### config.mk
export PLATFORM = sky130hd
export DESIGN_NAME = file_mode_spec_parser_top
export DESIGN_NICKNAME = d
export VERILOG_FILES = /design/src/design/fmsp_pkg.sv /design/src/design/fmsp_clause_apply.sv /design/src/design/file_mode_spec_parser_top.sv
export SDC_FILE = /design/constraint.sdc
export NUM_CORES = 1
export LEC_CHECK = 0
export ABC_CLOCK_PERIOD_IN_PS = 5050
export BUFFER_PORTS_ARGS = -buffer_cell sky130_fd_sc_hd__buf_2
export CAP_MARGIN = 20
export CORE_UTILIZATION = 41
export CTS_CLUSTER_SIZE = 30
export DETAILED_ROUTE_END_ITERATION = 8
export HOLD_SLACK_MARGIN = 0.08
export PLACE_DENSITY = 0.58
export SYNTH_ARGS = -nofsm -noshare
export SYNTH_HDL_FRONTEND = slang
export SYNTH_HIERARCHICAL = 1
export SYNTH_SLANG_ARGS = --single-unit
### constraint.sdc
create_clock -name aclk -period 5.05 [get_ports aclk]
set_input_delay 0 -clock aclk [delete_from_list [all_inputs] [get_ports aclk]]
set_output_delay 0 -clock aclk [all_outputs]
set_load 0.02 [all_outputs]
### src/design/fmsp_pkg.sv
// ----------------------------------------------------------------------------
// fmsp_pkg
// Types and character codes shared by the file mode spec parser.
// ----------------------------------------------------------------------------
package fmsp_pkg;

    localparam int MODE_W = 9;
    localparam int ACC_W  = 16;

    localparam logic [MODE_W-1:0] MODE_MAX = 9'o777;
    localparam logic [2:0]        WHO_ALL  = 3'b111;

    // Who letters
    localparam logic [7:0] CH_U     = 8'h75;
    localparam logic [7:0] CH_G     = 8'h67;
    localparam logic [7:0] CH_O     = 8'h6F;
    localparam logic [7:0] CH_A     = 8'h61;
    // Operators
    localparam logic [7:0] CH_PLUS  = 8'h2B;
    localparam logic [7:0] CH_MINUS = 8'h2D;
    localparam logic [7:0] CH_EQ    = 8'h3D;
    // Permission letters and separator
    localparam logic [7:0] CH_R     = 8'h72;
    localparam logic [7:0] CH_W     = 8'h77;
    localparam logic [7:0] CH_X     = 8'h78;
    localparam logic [7:0] CH_COMMA = 8'h2C;
    // Octal digits are 0x30..0x37: upper five bits fixed
    localparam logic [4:0] DIGIT_HI = 5'b00110;

    typedef enum logic {
        PHASE_WHO,
        PHASE_PERM
    } phase_t;

    typedef enum logic [1:0] {
        OP_ADD,
        OP_SUB,
        OP_SET
    } op_t;

    // Clause in progress, handed to the clause unit
    typedef struct packed {
        logic [2:0] who;
        op_t        op;
        logic [2:0] perm;
    } clause_t;

    typedef struct packed {
        logic [7:0] ch;
        logic       end_of_string;
    } item_t;

    typedef struct packed {
        logic [MODE_W-1:0] mode;
        logic              error;
        logic              was_octal;
    } result_t;

endpackage

### src/design/fmsp_clause_apply.sv
// ----------------------------------------------------------------------------
// fmsp_clause_apply
// Checks a finished symbolic clause and applies it to the working mode.
// ----------------------------------------------------------------------------
module fmsp_clause_apply
    import fmsp_pkg::*;
(
    input  clause_t           clause,
    input  logic [MODE_W-1:0] mode_in,
    output logic              clause_ok,
    output logic [MODE_W-1:0] mode_out
);

    // An empty permission list is only legal with '='
    assign clause_ok = (clause.perm != 3'b000) || (clause.op == OP_SET);

    // One 3-bit field per class: other in [2:0], group [5:3], user [8:6]
    always_comb begin
        mode_out = mode_in;
        for (int k = 0; k < 3; k++) begin
            if (clause.who[k]) begin
                case (clause.op)
                    OP_ADD:  mode_out[k*3 +: 3] = mode_in[k*3 +: 3] | clause.perm;
                    OP_SUB:  mode_out[k*3 +: 3] = mode_in[k*3 +: 3] & ~clause.perm;
                    default: mode_out[k*3 +: 3] = clause.perm;
                endcase
            end
        end
    end

endmodule

### src/design/file_mode_spec_parser_top.sv
// ----------------------------------------------------------------------------
// file_mode_spec_parser_top
// Parses a permission string, one character per item, as octal or symbolic.
// ----------------------------------------------------------------------------
// Throughput: one item per cycle unless a waiting result stalls input; parser registers update on each accepted item.
// The result is registered and is valid in the cycle after the terminator item is accepted.
// A waiting result stalls input only until m_ready takes it (output register).
// Reset (aresetn low, synchronous): start mode 0, parser cleared, no result.
module file_mode_spec_parser_top
    import fmsp_pkg::*;
(
    input  logic              aclk,
    input  logic              aresetn,
    input  logic              s_valid,
    output logic              s_ready,
    input  item_t             s_data,
    output logic              m_valid,
    input  logic              m_ready,
    output result_t           m_data,
    input  logic              cfg_valid,
    output logic              cfg_ready,
    input  logic [MODE_W-1:0] cfg_data
);

    logic [MODE_W-1:0] start_mode_reg;
    logic [ACC_W-1:0]  accum_reg;
    logic              all_octal_reg;
    logic              seen_reg;
    logic [MODE_W-1:0] work_mode_reg;
    phase_t            phase_reg;
    clause_t           clause_reg;
    logic              failed_reg;
    logic              m_valid_reg;
    result_t           m_data_reg;

    logic              s_fire;
    logic              clause_ok;
    logic [MODE_W-1:0] applied_mode;
    logic [7:0]        c;
    logic              is_digit;
    result_t           result_next;
    logic              sym_err;

    assign s_ready   = !m_valid_reg || m_ready;
    assign s_fire    = s_valid && s_ready;
    assign cfg_ready = 1'b1;
    assign m_valid   = m_valid_reg;
    assign m_data    = m_data_reg;
    assign c         = s_data.ch;
    assign is_digit  = (c[7:3] == DIGIT_HI);

    fmsp_clause_apply u_clause (
        .clause    (clause_reg),
        .mode_in   (work_mode_reg),
        .clause_ok (clause_ok),
        .mode_out  (applied_mode)
    );

    // Final result for a terminator item
    always_comb begin
        result_next = '0;
        sym_err     = 1'b0;
        if (!seen_reg) begin
            result_next.error = 1'b1;
        end else if (all_octal_reg) begin
            result_next.was_octal = 1'b1;
            if (accum_reg > ACC_W'(MODE_MAX)) begin
                result_next.error = 1'b1;
            end else begin
                result_next.mode = accum_reg[MODE_W-1:0];
            end
        end else begin
            if (failed_reg) begin
                sym_err = 1'b1;
            end else if (phase_reg == PHASE_PERM) begin
                sym_err = !clause_ok;
                result_next.mode = applied_mode;
            end else begin
                sym_err = (clause_reg.who != 3'b000);
                result_next.mode = work_mode_reg;
            end
            result_next.error = sym_err;
        end
        if (result_next.error) begin
            result_next.mode = start_mode_reg;
        end
    end

    // Parser state, configuration and output register
    always_ff @(posedge aclk) begin
        if (!aresetn) begin
            start_mode_reg <= '0;
            accum_reg      <= '0;
            all_octal_reg  <= 1'b1;
            seen_reg       <= 1'b0;
            work_mode_reg  <= '0;
            phase_reg      <= PHASE_WHO;
            clause_reg     <= '{who: 3'b000, op: OP_ADD, perm: 3'b000};
            failed_reg     <= 1'b0;
            m_valid_reg    <= 1'b0;
        end else begin
            // Output register: load on a terminator, drain when taken
            if (s_fire && s_data.end_of_string) begin
                m_valid_reg <= 1'b1;
            end else if (m_ready) begin
                m_valid_reg <= 1'b0;
            end

            // Configuration write; reloads working mode before the first character
            if (cfg_valid) begin
                start_mode_reg <= cfg_data;
                if (!seen_reg && !(s_fire && s_data.end_of_string)) begin
                    work_mode_reg <= cfg_data;
                end
            end

            if (s_fire && s_data.end_of_string) begin
                // Terminator: emit result, clear per-string state
                m_data_reg    <= result_next;
                accum_reg     <= '0;
                all_octal_reg <= 1'b1;
                seen_reg      <= 1'b0;
                work_mode_reg <= cfg_valid ? cfg_data : start_mode_reg;
                phase_reg     <= PHASE_WHO;
                clause_reg    <= '{who: 3'b000, op: OP_ADD, perm: 3'b000};
                failed_reg    <= 1'b0;
            end else if (s_fire) begin
                seen_reg <= 1'b1;

                // Octal accumulator wraps at its width
                if (is_digit) begin
                    accum_reg <= {accum_reg[ACC_W-4:0], c[2:0]};
                end else begin
                    all_octal_reg <= 1'b0;
                end

                // Symbolic grammar
                if (!failed_reg) begin
                    unique case (phase_reg)
                        PHASE_WHO: begin
                            case (c)
                                CH_U: clause_reg.who <= clause_reg.who | 3'b100;
                                CH_G: clause_reg.who <= clause_reg.who | 3'b010;
                                CH_O: clause_reg.who <= clause_reg.who | 3'b001;
                                CH_A: clause_reg.who <= WHO_ALL;
                                CH_PLUS, CH_MINUS, CH_EQ: begin
                                    clause_reg.op <= (c == CH_PLUS)  ? OP_ADD :
                                                     (c == CH_MINUS) ? OP_SUB : OP_SET;
                                    if (clause_reg.who == 3'b000) begin
                                        clause_reg.who <= WHO_ALL;
                                    end
                                    phase_reg <= PHASE_PERM;
                                end
                                default: failed_reg <= 1'b1;
                            endcase
                        end
                        PHASE_PERM: begin
                            case (c)
                                CH_R: clause_reg.perm <= clause_reg.perm | 3'b100;
                                CH_W: clause_reg.perm <= clause_reg.perm | 3'b010;
                                CH_X: clause_reg.perm <= clause_reg.perm | 3'b001;
                                CH_COMMA: begin
                                    if (!clause_ok) begin
                                        failed_reg <= 1'b1;
                                    end else begin
                                        work_mode_reg <= applied_mode;
                                        phase_reg     <= PHASE_WHO;
                                        clause_reg    <= '{who: 3'b000, op: OP_ADD,
                                                           perm: 3'b000};
                                    end
                                end
                                default: failed_reg <= 1'b1;
                            endcase
                        end
                        default: failed_reg <= 1'b1;
                    endcase
                end
            end
        end
    end

    // A result appears only after a terminator item was taken
    a_result_from_term: assert property (@(posedge aclk) disable iff (!aresetn)
        $rose(m_valid_reg) |-> $past(s_fire && s_data.end_of_string))
        else $error("result without terminator item");

    // A terminator always loads the output register
    a_term_gives_result: assert property (@(posedge aclk) disable iff (!aresetn)
        (s_fire && s_data.end_of_string) |=> m_valid_reg)
        else $error("terminator item lost");

    // A terminator clears the per-string state
    a_term_clears: assert property (@(posedge aclk) disable iff (!aresetn)
        (s_fire && s_data.end_of_string) |=>
            (!seen_reg && all_octal_reg && !failed_reg && phase_reg == PHASE_WHO))
        else $error("string state not cleared");

endmodule

After elaboration in Yosys (flattened, before gate mapping)

Cells that the tools add are included.

Magnitude comparators: 1
Equality and inequality tests: 25
Multiplexer cells: 45
Bitwise gates (word level): 14
Reduce and logical (&&, ||, !) cells: 32

Operators by type and width:

| cell                | count |
|---|---|
| $mux 9              | 14 |
| $eq 8x7->1 const B  | 7 |
| $eq 8x6->1 const B  | 4 |
| $reduce_and 8->1    | 3 |
| $reduce_and 7->1    | 3 |
| $pmux 3 s2          | 3 |
| $gt 16x9->1 const B | 1 |
| $pmux 3 s5          | 1 |
| $mux 1              | 12 |
| $mux 3              | 4 |
| $ne 4x1->1 const B  | 3 |
| $pmux 3 s4          | 1 |
| $mux 10             | 1 |
| $pmux 5 s2          | 1 |
| $and 3x3->3         | 3 |
| $or 3x3->3          | 3 |
| $mux 8              | 1 |
| $ne 2x2->1 const B  | 4 |
| $reduce_and 2->1    | 4 |
| $reduce_bool 2->1   | 4 |
| $not 1->1           | 7 |
| $reduce_or 7->1     | 1 |
| $mux 2              | 3 |
| $ne 2x1->1 const B  | 3 |
| 16 further kinds    | 26 |

Register bits: 58
Bits of input ports: 23
Output and inout bits: 14
Word-level logic and storage cells: 135

Depth between registers and ports, before layout

Word-level depth: 14
Depth in mapped cells: 9
Gate-level depth less buffers: 7

By module

Netlist, hierarchy kept.

By module, submodules not included:

| module                    | instances | cells an instance | area an instance (um^2) | seq. area each (um^2) |
|---|---|---|---|---|
| file_mode_spec_parser_top | 1         | 322               | 3,019.1                 | 1,271.2 |
| fmsp_clause_apply         | 1         | 34                | 264.0                   | 0.0 |

Worst setup path before layout

Ideal clock, no wire load.

Path type: register to register
From: register m_valid_reg, in the netlist m_valid
To: register m_data_reg (netlist bit m_data[0]) (enable)
Setup time: 0.378 ns
Arrival: 1.570 ns
Data required time: 4.672 ns
Path slack: 3.101 ns
Cell stages (with the launch flop): 6
Buffers on the path: 1
Clock period less this slack: 1.949 ns
Cells stage by stage: dfxtp_1 > and2b_1 > inv_2 > nand3_1 > clkbuf_1 > nor2_1

Word-level cells in the longest chain between the ends: 5

RTL lines:

| what                       | RTL line                         | RTL |
|---|---|---|
| from (decl)                | file_mode_spec_parser_top.sv:33  | `logic m_valid_reg;` |
| from (signal assigned)     | file_mode_spec_parser_top.sv:100 | `m_valid_reg <= 1'b0;` |
| from (signal assigned)     | file_mode_spec_parser_top.sv:104 | `m_valid_reg <= 1'b1;` |
| from (signal assigned)     | file_mode_spec_parser_top.sv:106 | `m_valid_reg <= 1'b0;` |
| $logic_not 1->1            | file_mode_spec_parser_top.sv:44  | `assign s_ready = !m_valid_reg \|\| m_ready;` |
| $logic_or 1x1->1           | file_mode_spec_parser_top.sv:44  |  |
| net s_ready                | file_mode_spec_parser_top.sv:15  | `output logic s_ready,` |
| $logic_and 1x1->1          | file_mode_spec_parser_top.sv:45  | `assign s_fire = s_valid && s_ready;` |
| $logic_and 1x1->1          | file_mode_spec_parser_top.sv:117 | `if (s_fire && s_data.end_of_string) begin` |
| $reduce_and 2->1 (no line) | -                                |  |
| to (signal assigned)       | file_mode_spec_parser_top.sv:119 | `m_data_reg <= result_next;` |
| to (decl)                  | file_mode_spec_parser_top.sv:34  | `result_t m_data_reg;` |

The timed path passes the listed nets, and every way through them passes these cells.
A chain may end at the register's enable or synchronous reset.

Worst setup path in the final report

From: register phase_reg
To: register work_mode_reg[7]

Word-level cells in the longest chain between the ends: 4

RTL lines:

| what                   | RTL line                         | RTL |
|---|---|---|
| from (decl)            | file_mode_spec_parser_top.sv:30  | `phase_t phase_reg;` |
| from (signal assigned) | file_mode_spec_parser_top.sv:97  | `phase_reg <= PHASE_WHO;` |
| from (signal assigned) | file_mode_spec_parser_top.sv:124 | `phase_reg <= PHASE_WHO;` |
| from (signal assigned) | file_mode_spec_parser_top.sv:152 | `phase_reg <= PHASE_PERM;` |
| $mux 9                 | file_mode_spec_parser_top.sv:139 | `unique case (phase_reg)` |
| $mux 9                 | file_mode_spec_parser_top.sv:138 | `if (!failed_reg) begin` |
| $mux 9                 | file_mode_spec_parser_top.sv:127 | `end else if (s_fire) begin` |
| $mux 9                 | file_mode_spec_parser_top.sv:117 |  |
| to (signal assigned)   | file_mode_spec_parser_top.sv:113 | `work_mode_reg <= cfg_data;` |
| to (signal assigned)   | file_mode_spec_parser_top.sv:123 | `work_mode_reg <= cfg_valid ? cfg_data : start_mode_reg;` |
| to (signal assigned)   | file_mode_spec_parser_top.sv:166 | `work_mode_reg <= applied_mode;` |
| to (decl)              | file_mode_spec_parser_top.sv:29  | `logic [MODE_W-1:0] work_mode_reg;` |

Every way passes these cells.

==> reports/results.md <==
### Route
• 8.16 mm — WL final
• 166 — count of routing violations after the opening detailed-route iteration
• 0 — DR DRC count
• 2804 — DR vias
• 0 — Final ANT Viol Nets
• 4 — number of detailed-routing iterations run before antenna repair
• 16.4 µm — Avg WL per Cell
• 5.64 — number of vias per cell after detailed routing

### Synth
• 59 — distinct cell type count of the synthesized netlist
• 11 — number of flops mapped to enable cells by yosys
• 28.7% — share of Yosys cell area claimed by the top area cell type
• 58 — synthesis-stage register bit count
• sky130_fd_sc_hd__nor2_1 — leading cell type by number of instances after synthesis
• 356 — Synth Instances
• 9.22 µm² — post-synthesis area per instance
• 38.7% — sequential area share after synthesis
• 379 — syn nets
• 52 x sky130_fd_sc_hd__nor2_1, 47 x sky130_fd_sc_hd__dfxtp_1, 34 x sky130_fd_sc_hd__mux2i_1 — Post-synth top cells
• sky130_fd_sc_hd__dfxtp_1 29%, sky130_fd_sc_hd__mux2i_1 10%, sky130_fd_sc_hd__edfxtp_1 10%, sky130_fd_sc_hd__nor2_1 5.9%, sky130_fd_sc_hd__mux2_2 3.1% — cell types with the largest area share after synthesis
• 0.00328 mm² — cell area after synthesis
• 0% — FFs w/ async S/R, synth
• sky130_fd_sc_hd__dfxtp_1 — post-synthesis cell type with the largest combined area
• 6 — total number of yosys warnings
• sky130_fd_sc_hd__dfxtp_1 — Primary FF master, synth

### STA
• 9.52 ps — Clock Skew
• 0 — final number of setup-violating endpoints
• 55.7% — Final period util
• 38.9% — remaining max-slew budget at the tightest pin
• 916 ps — Worst Max-Slew Pin Slew
• 0.356 GHz — maximum operating frequency
• 0 — final count of pins violating max slew
• 0 — final number of hold-violating endpoints
• 2810 ps — minimum period implied by the final worst setup slack
• false — RSZ-0062 raised after global routing
• 0 ps — setup total negative slack

### Worst setup path
• register — critical path launch point type
• 920 ps — largest stage delay on the critical path
• work_mode_reg[7] — reg-to-reg critical path endpoint
• 3050 ps — arrival time reported for the critical path endpoint
• 5290 ps — Required @ worst endpoint
• phase_reg — reg-to-reg startpoint
• register to register — kind of critical path
• 2240 ps — flop-to-flop setup slack
• nand4b_1 > or2_0 > a211o_1 > o31ai_1 — cell chain of the critical path
• sky130_fd_sc_hd__dfxtp_1 — cell with the largest stage delay on the worst path
• 4 — Worst Reg-to-Reg Cells
• register — Setup crit end kind
• 23 — Worst Path Max Fanout

### Place
• 5.57 mm — estimated wirelength of the detail-placed design
• 35 — number of buffers added on ports
• 0.834 — final RePlAce weighted congestion

### Min path
• s_data[3] — startpoint of the lowest-slack hold path
• 3 — hold path depth
• input pin to register — class of the worst hold path
• accum_reg[2] — Hold Crit Endpoint

### Floorplan
• 91.5 µm — chip height
• 42.5% — Starting Density
• 37 — IO Count
• 0.00837 mm² — Die Footprint
• 32 — number of standard-cell rows in the floorplan
• 0.00773 mm² — Core ar.
• 91.5 µm — die width

### Clock network
• 0 — count of cells resized by post-cts repair
• 3 — H-tree depth reported by CTS
• 12 — hold buffer count at cts
• 58 — clk sink count
• 70 ps — register clock-pin slew on the reported worst setup and hold paths
• 9 — cts bufs inserted
• yes — clock tree from TritonCTS
• 2 — maximum root-to-sink buffer count
• 0 — # Post-CTS Setup Buffers
• sky130_fd_sc_hd__clkbuf_8 — CTS Root Cell
• 340 ps — clock network latency to the later pin of the worst-skew pair

### Cells and area
• 18.2% — share of post-route cells with drive strength above 1
• 413 — nets
• 14.9% — area growth from synthesis to layout
• 16 — flip-flop count of the largest register after layout
• 755 — FILL cells
• 0 — ANT cells

### Power
• 1.52 nW — P_leak
• 0.152 mV — Worst IR Drop VDD
• 0.00104 W — Final Power
• 277 mW/mm² — power density cells

### Global route
• 0 — overflow left after global routing
• 0 — antenna violations before repair
• 13.5 mm — global-route wire length before repair
• 2599 — vias in the first global route
• 20.7% — Overall Global Routing Usage
• 37 — maximum number of pins on one net before global-route repair

### Outcome
• complete, no violations — outcome

### Run
• 0 — max-cap check violation count

## metrics by stage
stage / util (%) / cell area (µm²) / instances / setup slack, ps / hold WS, ps
finish: 48.8 / 3770 / 497 / 2240 / 98.3
global route: 48.8 / 3770 / 497 / 2030 / 140
CTS: 48.6 / 3750 / 495 / 2260 / 82.6
detailed placement: 44.7 / 3450 / 467 / 2280 / 291
global placement: 44.7 / 3450 / 467 / 2340 / 285
floorplan: - / 3280 / 356 / 3100 / 168
## area by class of cell
class                   count  area [µm²]  share of cell area [%]
clock buffers              12         155                    4.11
clock inverters             4        26.3                   0.696
inverters                   9        33.8                   0.895
multi-input cells         263        1840                    48.8
flip-flops and latches     58        1270                    33.7
well taps                 102         128                    3.38
repair buffers             49         317                    8.39
## how the worst max path moves through the flow
stage | slack [ps] | from | end | cells past startpoint
global route | 2030 | phase_reg | work_mode_reg[6] | 4
global placement | 2340 | phase_reg | work_mode_reg[6] | 4
finish | 2240 | phase_reg | work_mode_reg[7] | 4
floorplan | 3100 | m_valid | m_data[0] | 5
detailed placement | 2280 | phase_reg | work_mode_reg[7] | 4
CTS | 2260 | phase_reg | work_mode_reg[7] | 4
## layer usage
metal / up-vias / routed length, µm / track usage, % / share of wire, %
met5: - / 0 / 0 / 0
met4: 0 / 105 / 5.03 / 1.3
met3: 13 / 379 / 4.77 / 4.6
met2: 78 / 3680 / 32.1 / 45
met1: 1322 / 4000 / 28.7 / 49
li1: 1391 / - / - / -
## critical path, delay by kind of cell, from the launching register on
family,cells,cell delay (ps)
flip-flops,1,920
AND/OR/NAND/NOR,2,1370
AO/OA/AOI/OAI,2,410
## cells by family (layout without fill, tap and decap cells)
logic type	count (synthesis)	count (layout)	share of synthesized area, %
buffers and inverters	35	74	5.33
flip-flops	58	58	38.7
XOR/XNOR	2	2	0.534
AO/OA/AOI/OAI	79	79	17.9
multiplexers	43	43	13.5
AND/OR/NAND/NOR	138	138	24.0
other	1	1	0.114
## placed cells by master, fill, tap and decap left out, types with 7 or more instances in the layout
cell                            instances
sky130_fd_sc_hd__inv_1                  8
sky130_fd_sc_hd__nor3b_1                9
sky130_fd_sc_hd__o31ai_1               10
sky130_fd_sc_hd__mux2_2                 9
sky130_fd_sc_hd__nand2_1                7
sky130_fd_sc_hd__a211o_1                9
sky130_fd_sc_hd__dfxtp_1               47
sky130_fd_sc_hd__nor2b_1               12
sky130_fd_sc_hd__nor2_1                52
sky130_fd_sc_hd__a22oi_1               10
sky130_fd_sc_hd__dlygate4sd3_1         13
sky130_fd_sc_hd__nor3_1                18
sky130_fd_sc_hd__clkbuf_8              11
sky130_fd_sc_hd__mux2i_1               34
sky130_fd_sc_hd__a21oi_1               17
sky130_fd_sc_hd__edfxtp_1              11
sky130_fd_sc_hd__buf_2                 35
## power breakdown
| group | internal, W | switching [W] |
|---|---|---|
| logic | 0.0000645 | 0.0000839 |
| registers | 0.000489 | 0.0000131 |
| clock network | 0.000204 | 0.000189 |
| total | 0.000758 | 0.000286 |
Power figures use the tool's default switching activity.
